File: src/hw/rtl/mmsl_pkg.sv
package mmsl_pkg;

    // Field widths of one command and one result.
    localparam int unsigned REQ_W   = 17;
    localparam int unsigned LIM_W   = 16;
    localparam int unsigned STEP_W  = 16;
    localparam int unsigned DRV_W   = 18;
    localparam int unsigned QUO_W   = 16;
    localparam int unsigned MIX_W   = 19;
    localparam int unsigned PROD_W  = 26;
    localparam int unsigned IN_DW   = 72;
    localparam int unsigned OUT_DW  = 72;

    // Reset value of both slew step registers.
    localparam logic [STEP_W-1:0] STEP_RESET = 16'd51200;

    // Millivolts per percent of drive.
    localparam logic signed [PROD_W-1:0] MV_PER_PCT = 26'sd120;

    // Configuration register indexes.
    localparam logic CFG_RISE_STEP = 1'b0;
    localparam logic CFG_FALL_STEP = 1'b1;

    typedef enum logic [1:0] {
        OP_STOP  = 2'd0,
        OP_VOLT  = 2'd1,
        OP_CHAIN = 2'd2,
        OP_SWING = 2'd3
    } t_op;

    typedef enum logic [6:0] {
        S_IDLE = 7'b000_0001,
        S_PREP = 7'b000_0010,
        S_MUL  = 7'b000_0100,
        S_DIV  = 7'b000_1000,
        S_SLEW = 7'b001_0000,
        S_MIX  = 7'b010_0000,
        S_DONE = 7'b100_0000
    } t_state;

    // Magnitude of a signed request; the most negative value maps to 65536.
    function automatic logic [REQ_W-1:0] mag17(input logic signed [REQ_W-1:0] v);
        logic [REQ_W-1:0] m;
        m = v[REQ_W-1] ? REQ_W'(-v) : REQ_W'(v);
        return m;
    endfunction

endpackage

File: src/hw/rtl/mecanum_mix_slew_limiter_core.sv
// Mecanum drive mixer with magnitude normalisation and slew limiting.
// Commands enter on the slave stream: tuser carries the operation (stop,
// voltages, chained, swing) and tdata the x, y and turn requests and the
// magnitude limit. Each command produces exactly one result item on the
// master stream: four wheel drives in millivolts in tdata, and the brake and
// done flags in tuser. Two slew step registers are written through a plain
// write port; write them only while the block is idle (the block does not check).
//
// The block works on one item at a time and is not ready meanwhile. When the
// largest request exceeds the limit, a serial divider scales x, and y except
// for swing, by limit/largest, one quotient bit per cycle. Set-up accepts and
// compares the command; each scaled axis then takes one multiply step and the
// divide steps; the axes go through a shared slew unit (only x for swing) and
// the four wheels through a shared multiply-by-120 unit, and a hand-over step
// passes the result on. A stop goes from the compare straight to hand-over.
//
// Reset clears the stored axis values to zero and loads both step registers
// with their default. A finished result sits in an output register; the next
// command is accepted while it waits, and if the receiver still stalls when
// that command is done, the block holds it until the register is free.
module mecanum_mix_slew_limiter_core
    import mmsl_pkg::*;
(
    input  logic              i_clk,
    input  logic              i_rst_n,
    // Configuration write port.
    input  logic              i_cfg_we,
    input  logic              i_cfg_idx,
    input  logic [STEP_W-1:0] i_cfg_wdata,
    // Command stream.
    input  logic              s_axis_tvalid,
    output logic              s_axis_tready,
    // req_x[16:0], req_y[33:17], req_turn[50:34], limit[66:51], zero pad.
    input  logic [IN_DW-1:0]  s_axis_tdata,
    // op[1:0].
    input  logic [1:0]        s_axis_tuser,
    // Result stream.
    output logic              m_axis_tvalid,
    input  logic              m_axis_tready,
    // fl_mv[17:0], fr_mv[35:18], rl_mv[53:36], rr_mv[71:54] (front and rear
    // wheels, left and right).
    output logic [OUT_DW-1:0] m_axis_tdata,
    // brake[0], done_res[1].
    output logic [1:0]        m_axis_tuser
);

    t_state r_state, n_state;

    logic [STEP_W-1:0] r_rise, r_fall;

    // Command held for the duration of the work.
    t_op                      r_op;
    logic signed [REQ_W-1:0]  r_x, r_y, r_t;
    logic [LIM_W-1:0]         r_lim;
    logic [REQ_W-1:0]         r_big;

    // Axis values left by the last voltages or chained command.
    logic signed [REQ_W-1:0]  r_last_x, r_last_y, r_last_t;

    // Serial divider.
    logic                     r_ax;
    logic [3:0]               r_cnt;
    logic [REQ_W-1:0]         r_rem;
    logic [QUO_W-1:0]         r_dvd_lo;
    logic [QUO_W-1:0]         r_quo;
    logic                     r_neg;

    // Slew and mix sequencing index.
    logic [1:0]               r_idx;
    logic [DRV_W-1:0]         r_drv [4];

    // Output register.
    logic                     r_out_valid;
    logic [OUT_DW-1:0]        r_out_data;
    logic [1:0]               r_out_user;

    logic accept_in, out_free;

    assign s_axis_tready = (r_state == S_IDLE);
    assign accept_in     = s_axis_tvalid && s_axis_tready;
    assign out_free      = !r_out_valid || m_axis_tready;

    assign m_axis_tvalid = r_out_valid;
    assign m_axis_tdata  = r_out_data;
    assign m_axis_tuser  = r_out_user;

    // Largest magnitude of the three requests.
    logic [REQ_W-1:0] mag_x, mag_y, mag_t, big;

    always_comb begin
        mag_x = mag17(r_x);
        mag_y = mag17(r_y);
        mag_t = mag17(r_t);
        big   = mag_t;
        if (mag_x > big) begin
            big = mag_x;
        end
        if (mag_y > big) begin
            big = mag_y;
        end
    end

    // Product |axis| * limit that feeds the divider.
    logic signed [REQ_W-1:0] div_axis;
    logic [32:0]             div_prod;

    assign div_axis = r_ax ? r_y : r_x;
    assign div_prod = 33'(mag17(div_axis)) * 33'(r_lim);

    // One restoring divide step per cycle.
    logic [REQ_W:0]          trial;
    logic                    q_bit;
    logic [REQ_W-1:0]        n_rem;
    logic [QUO_W-1:0]        n_quo;
    logic signed [REQ_W-1:0] div_res;

    always_comb begin
        trial   = {r_rem, r_dvd_lo[QUO_W-1]};
        q_bit   = (trial >= {1'b0, r_big});
        n_rem   = q_bit ? REQ_W'(trial - {1'b0, r_big}) : REQ_W'(trial);
        n_quo   = {r_quo[QUO_W-2:0], q_bit};
        div_res = r_neg ? REQ_W'(-{1'b0, n_quo}) : {1'b0, n_quo};
    end

    // Shared slew unit: moves one axis toward its request by at most a step.
    logic signed [REQ_W-1:0] sl_tgt, sl_cur, sl_res;
    logic [STEP_W-1:0]       sl_step;
    logic signed [MIX_W-1:0] sl_up, sl_dn, sl_tgt_w;

    always_comb begin
        case (r_idx)
            2'd0:    begin sl_tgt = r_x; sl_cur = r_last_x; end
            2'd1:    begin sl_tgt = r_y; sl_cur = r_last_y; end
            default: begin sl_tgt = r_t; sl_cur = r_last_t; end
        endcase
        sl_step  = (mag17(sl_cur) > mag17(sl_tgt)) ? r_fall : r_rise;
        sl_tgt_w = MIX_W'(sl_tgt);
        sl_up    = MIX_W'(sl_cur) + $signed({3'b000, sl_step});
        sl_dn    = MIX_W'(sl_cur) - $signed({3'b000, sl_step});
        if (sl_tgt_w > sl_up) begin
            sl_res = REQ_W'(sl_up);
        end else if (sl_tgt_w < sl_dn) begin
            sl_res = REQ_W'(sl_dn);
        end else begin
            sl_res = sl_tgt;
        end
    end

    // Shared mix unit: one wheel per cycle, scaled to millivolts and
    // truncated toward zero.
    logic signed [MIX_W-1:0]  mx_x, mx_y, mx_t, mix;
    logic signed [PROD_W-1:0] mv_prod, mv_adj;
    logic [DRV_W-1:0]         mv;

    always_comb begin
        mx_x = MIX_W'(r_x);
        mx_y = MIX_W'(r_y);
        mx_t = MIX_W'(r_t);
        if (r_op == OP_SWING) begin
            mix = r_idx[0] ? (mx_x <<< 1) : '0;
        end else begin
            // Sideways enters negatively on front left and back right, the
            // turn positively on the right-hand wheels.
            mix = mx_x
                + (((r_idx == 2'd0) || (r_idx == 2'd3)) ? -mx_y : mx_y)
                + (r_idx[0] ? mx_t : -mx_t);
        end
        mv_prod = PROD_W'(mix) * MV_PER_PCT;
        mv_adj  = mv_prod + (mv_prod[PROD_W-1] ? PROD_W'(255) : PROD_W'(0));
        mv      = mv_adj[PROD_W-1:8];
    end

    // Sequencer.
    always_comb begin
        n_state = r_state;
        case (r_state)
            S_IDLE: begin
                if (accept_in) begin
                    n_state = S_PREP;
                end
            end
            S_PREP: begin
                if (r_op == OP_STOP) begin
                    n_state = S_DONE;
                end else if (big > REQ_W'(r_lim)) begin
                    n_state = S_MUL;
                end else begin
                    n_state = S_SLEW;
                end
            end
            S_MUL: begin
                n_state = S_DIV;
            end
            S_DIV: begin
                if (r_cnt == 4'd15) begin
                    n_state = (!r_ax && (r_op != OP_SWING)) ? S_MUL : S_SLEW;
                end
            end
            S_SLEW: begin
                if ((r_op == OP_SWING) || (r_idx == 2'd2)) begin
                    n_state = S_MIX;
                end
            end
            S_MIX: begin
                if (r_idx == 2'd3) begin
                    n_state = S_DONE;
                end
            end
            S_DONE: begin
                if (out_free) begin
                    n_state = S_IDLE;
                end
            end
            default: n_state = S_IDLE;
        endcase
    end

    always_ff @(posedge i_clk) begin
        if (!i_rst_n) begin
            r_state     <= S_IDLE;
            r_rise      <= STEP_RESET;
            r_fall      <= STEP_RESET;
            r_last_x    <= '0;
            r_last_y    <= '0;
            r_last_t    <= '0;
            r_out_valid <= 1'b0;
        end else begin
            r_state <= n_state;

            if (i_cfg_we) begin
                if (i_cfg_idx == CFG_RISE_STEP) begin
                    r_rise <= i_cfg_wdata;
                end else begin
                    r_fall <= i_cfg_wdata;
                end
            end

            // A new result replaces the one leaving in the same cycle.
            if ((r_state == S_DONE) && out_free) begin
                r_out_valid <= 1'b1;
            end else if (m_axis_tready) begin
                r_out_valid <= 1'b0;
            end

            case (r_state)
                S_SLEW: begin
                    if (r_op != OP_SWING) begin
                        case (r_idx)
                            2'd0:    r_last_x <= sl_res;
                            2'd1:    r_last_y <= sl_res;
                            default: r_last_t <= sl_res;
                        endcase
                    end
                end
                default: ;
            endcase
        end
    end

    // Datapath registers.
    always_ff @(posedge i_clk) begin
        case (r_state)
            S_IDLE: begin
                if (accept_in) begin
                    r_op  <= t_op'(s_axis_tuser);
                    r_x   <= s_axis_tdata[16:0];
                    r_y   <= s_axis_tdata[33:17];
                    r_t   <= s_axis_tdata[50:34];
                    r_lim <= s_axis_tdata[66:51];
                end
            end
            S_PREP: begin
                r_big <= big;
                r_ax  <= 1'b0;
                r_idx <= '0;
            end
            S_MUL: begin
                r_rem    <= div_prod[32:16];
                r_dvd_lo <= div_prod[15:0];
                r_neg    <= div_axis[REQ_W-1];
                r_quo    <= '0;
                r_cnt    <= '0;
            end
            S_DIV: begin
                r_rem    <= n_rem;
                r_dvd_lo <= {r_dvd_lo[QUO_W-2:0], 1'b0};
                r_quo    <= n_quo;
                r_cnt    <= r_cnt + 4'd1;
                if (r_cnt == 4'd15) begin
                    if (r_ax) begin
                        r_y <= div_res;
                    end else begin
                        r_x <= div_res;
                    end
                    r_ax <= 1'b1;
                end
            end
            S_SLEW: begin
                case (r_idx)
                    2'd0:    r_x <= sl_res;
                    2'd1:    r_y <= sl_res;
                    default: r_t <= sl_res;
                endcase
                r_idx <= (n_state == S_MIX) ? 2'd0 : r_idx + 2'd1;
            end
            S_MIX: begin
                r_drv[r_idx] <= mv;
                r_idx        <= r_idx + 2'd1;
            end
            S_DONE: begin
                if (out_free) begin
                    if (r_op == OP_STOP) begin
                        r_out_data <= '0;
                    end else begin
                        r_out_data <= {r_drv[3], r_drv[2], r_drv[1], r_drv[0]};
                    end
                    r_out_user <= {(r_op == OP_STOP) || (r_op == OP_CHAIN),
                                   (r_op == OP_STOP)};
                end
            end
            default: ;
        endcase
    end

`ifndef ASSERT_OFF
    // A braking result always carries zero drives and reports done.
    a_brake_zero: assert property (@(posedge i_clk) disable iff (!i_rst_n)
        (m_axis_tvalid && m_axis_tuser[0]) |-> (m_axis_tdata == '0))
        else $error("brake result with non-zero drives");

    a_brake_done: assert property (@(posedge i_clk) disable iff (!i_rst_n)
        (m_axis_tvalid && m_axis_tuser[0]) |-> m_axis_tuser[1])
        else $error("brake result without done");

    // A scaled axis never exceeds the limit in magnitude.
    a_quo_bound: assert property (@(posedge i_clk) disable iff (!i_rst_n)
        ((r_state == S_DIV) && (r_cnt == 4'd15)) |-> (n_quo <= r_lim))
        else $error("normalised axis exceeds limit");

    // Stored axis values only move while a command is being slewed.
    a_last_hold: assert property (@(posedge i_clk) disable iff (!i_rst_n)
        ((r_state == S_IDLE) && !s_axis_tvalid) |=>
            ($stable(r_last_x) && $stable(r_last_y) && $stable(r_last_t)))
        else $error("stored axis changed while idle");
`endif

endmodule
File: config.mk
export PLATFORM = sky130hd
export DESIGN_NAME = mecanum_mix_slew_limiter_core
export DESIGN_NICKNAME = d
export VERILOG_FILES = /design/src/hw/rtl/mmsl_pkg.sv /design/src/hw/rtl/mecanum_mix_slew_limiter_core.sv
export SDC_FILE = /design/constraint.sdc
export NUM_CORES = 2
export LEC_CHECK = 0
export ABC_AREA = 1
export BUFFER_PORTS_ARGS = -buffer_cell sky130_fd_sc_hd__buf_2
export CAP_MARGIN = 0
export CORE_AREA = 2 2 273 275
export DETAILED_ROUTE_END_ITERATION = 7
export DIE_AREA = 0 0 275 277
export PLACE_DENSITY = 0.7
export SYNTH_ARGS = -nofsm -noshare
export SYNTH_HDL_FRONTEND = slang
export SYNTH_SLANG_ARGS = --single-unit
export TNS_END_PERCENT = 50
File: constraint.sdc
create_clock -name i_clk -period 13 [get_ports i_clk]
set_input_delay 0 -clock i_clk [delete_from_list [all_inputs] [get_ports i_clk]]
set_output_delay 0 -clock i_clk [all_outputs]
set_load 0.1 [all_outputs]
==> impl_results.md <==
* Status: completed
* Drt first-iter violations at between 2000 and 3000
* Most common cell after layout, fill and taps aside: inv_1
* Root Driver: clkbuf_16
* Final Skew at roughly 24 ps
* Critical path class: flop to flop
* Largest net degree at the start of global routing at 74
* Die Area at 76180 µm²
* Syn Area/Cell at between 7 and 8 µm²
* Num CTS Buffers at 44
* First-pass DRT Iterations at 6
* Unrepaired setup endpoints after global routing: no
* Wirelength per Cell at 17.48 µm
* Max_cap viols at 0
* Synth Flop Type: edfxtp_1
* Top cell by count, worst path: nand2_1
* Crit share post-route at 0.8682
* Core box area at roughly 74000 µm²
* Initial Utilization at 0.4935
* CTS Sinks at 379
* # hold bufs at CTS at between 90 and 100
* Die Y at 277 µm
* CTS H-Tree Depth at 2
* CTS tree: built
* Type of the worst min-delay path: primary input to flop
* Via count at 30820
* Final setup vio count at 0
* GR Overflow Total at 0
* CTS resizes at 0
* Drc violations at 0
* Distinct cells, synth at 73
* Nets at around 5400
* Final Hold Vio Count at 0
* First-pass GRT wire length at about 160 mm
* Final GP Congestion at 0.9769
* Setup TNS at 0 ps
* Worst slack, placed at about 2100 ps
* PortBufs at 166
* Clock transition at path regs at ~60 ps
* Post-Syn Instances at 4558
* Routed Antenna Nets at 0
* Setup crit end kind: flop
* Fmax at a little under 90 MHz
* YS warnings at 0
* Slew Limit Fails at 0
* Die width at 275 µm
* Relative slew slack at 0.1921
* Post-Syn Nets at around 5300
* Critical Path RT at 13460 ps
* Fillers at 6832
* CP arrival at roughly 12000 ps
* Post-Syn Area at approximately 36000 µm²
* Clk Latency, worst-skew pair at ~600 ps
* Post-CTS setup buffer count at 0
* Clk buf depth at 3
* Ports at 172
* Critical path startpoint category: flop
* Commonest cells after routing, fill and taps aside: 899 x inv_1, 850 x nand2_1, 411 x nor2_1
* Total GRT Usage at 0.2649
* Crit path time final at roughly 11000 ps
* Yosys reg bits at approximately 380
* Site Rows at 100
* Share of cells above drive strength 1 at 0.07486
* Sequential-to-total area share from yosys stat at 0.2884
* Final Worst Setup Slack at around 1700 ps
* Synth-to-Final Area Change at 11.49%
* Antenna diodes at 0
* Least-Margin Pin Slew at 1209 ps
* CP max stage delay at ~600 ps
* Slowest CP cell: edfxtp_1
* FFs w/ async S/R, synth at 0
* Vias per inst at 5.359
* Post-detail-place hpwl at 76.58 mm
* EDFF count, synth at roughly 290
* CP Max Fanout at 36
* Vias in the first global route at roughly 30000
* DRT Wirelength at ~100 mm
* Initial antenna violation count at 1
==> synthesized netlist by cell type (14+ instances only) <==
cell / count / share of area
a21o_1: 14 / 0.0029
a21oi_1: 306 / 0.042
a31oi_1: 19 / 0.0033
buf_2: 23 / 0.0032
clkbuf_1: 119 / 0.012
dfxtp_1: 91 / 0.050
edfxtp_1: 288 / 0.24
fa_1: 263 / 0.15
ha_1: 333 / 0.11
inv_1: 899 / 0.093
nand2_1: 851 / 0.088
nand3_1: 102 / 0.014
nand4_1: 30 / 0.0052
nor2_1: 419 / 0.043
nor3_1: 45 / 0.0062
nor4_1: 15 / 0.0026
o211ai_1: 16 / 0.0033
o21ai_0: 312 / 0.043
o21ai_1: 22 / 0.0030
o21bai_1: 14 / 0.0029
o22ai_1: 37 / 0.0064
or2_2: 23 / 0.0040
xnor2_1: 33 / 0.0080
xor2_1: 132 / 0.032
==> cell families (layout without fill, tap and decap cells) <==
family,after synthesis,after routing,synth area share
buffers and inverters,1068,1292,0.1120
AO/OA/AOI/OAI,814,814,0.1246
flip-flops,379,379,0.2884
AND/OR/NAND/NOR,1534,1534,0.1750
XOR/XNOR,165,165,0.03980
adder cells (fa/ha/maj),596,596,0.2598
multiplexers,2,2,0.0005514
==> sequential cells by signal, summed over array words and instances, names as in the netlist, 17 cells and up <==
register	flops
m_axis_tdata	72
r_drv	72
r_big	17
r_last_t	17
r_last_x	17
r_last_y	17
r_rem	17
r_t	17
r_x	17
r_y	17
==> worst max-delay path, delay by kind of cell (launching register included) <==
kind / cells / cell delay, ps
flip-flops: 1 / 590
XOR/XNOR: 3 / 510
buffers and inverters: 6 / 1490
adder cells (fa/ha/maj): 6 / 1910
AND/OR/NAND/NOR: 19 / 3290
AO/OA/AOI/OAI: 16 / 3290
==> worst paths after layout <==
kind | to | slack (ps) | depth (start not counted) | start
worst max-delay path | r_y[2] | 1710 | 50 | r_idx[0]
worst min-delay path | r_rise[13] | 50 | 4 | i_cfg_idx
worst max register to register | r_y[2] | 1710 | 50 | r_idx[0]
worst min register to register | r_fall[4] | 440 | 2 | r_fall[4]
==> area by class of cell <==
cell class | count | area (µm²) | share of cell area
Inverter | 917 | 3443 | 0.08506
Tap cell | 969 | 1212 | 0.02995
Timing Repair Buffer | 296 | 2054 | 0.05075
Sequential cell | 379 | 10470 | 0.2587
Multi-Input combinational cell | 3111 | 21840 | 0.5396
Clock buffer | 57 | 1180 | 0.02915
Clock inverter | 22 | 277.8 | 0.006862
==> stage by stage <==
stage | util | cells | hold slack, ps | area [µm²]
6_report | 0.5502 | 5751 | 49.85 | 40480
5_1_grt | 0.5502 | 5751 | 49.58 | 40480
4_1_cts | 0.5502 | 5751 | 0.3132 | 40480
3_5_place_dp | 0.5169 | 5573 | 178.8 | 38030
3_3_place_gp | 0.5169 | 5573 | 177.3 | 38030
2_1_floorplan | - | 4558 | 98.87 | 36310
==> per-layer routing <==
| layer | wire [µm] | GRT usage | part of all wire | vias to the layer above |
|---|---|---|---|---|
| met4 | 2754 | 0.07346 | 0.027 | 2 |
| met3 | 9316 | 0.05506 | 0.093 | 194 |
| met5 | 13 | 0 | 0.00013 | - |
| met2 | 44090 | 0.4097 | 0.44 | 1189 |
| li1 | - | - | - | 14970 |
| met1 | 44350 | 0.3755 | 0.44 | 14470 |
Power is not shown: default switching activity piles up to over one toggle a cycle in this logic, so the estimate is an artifact.
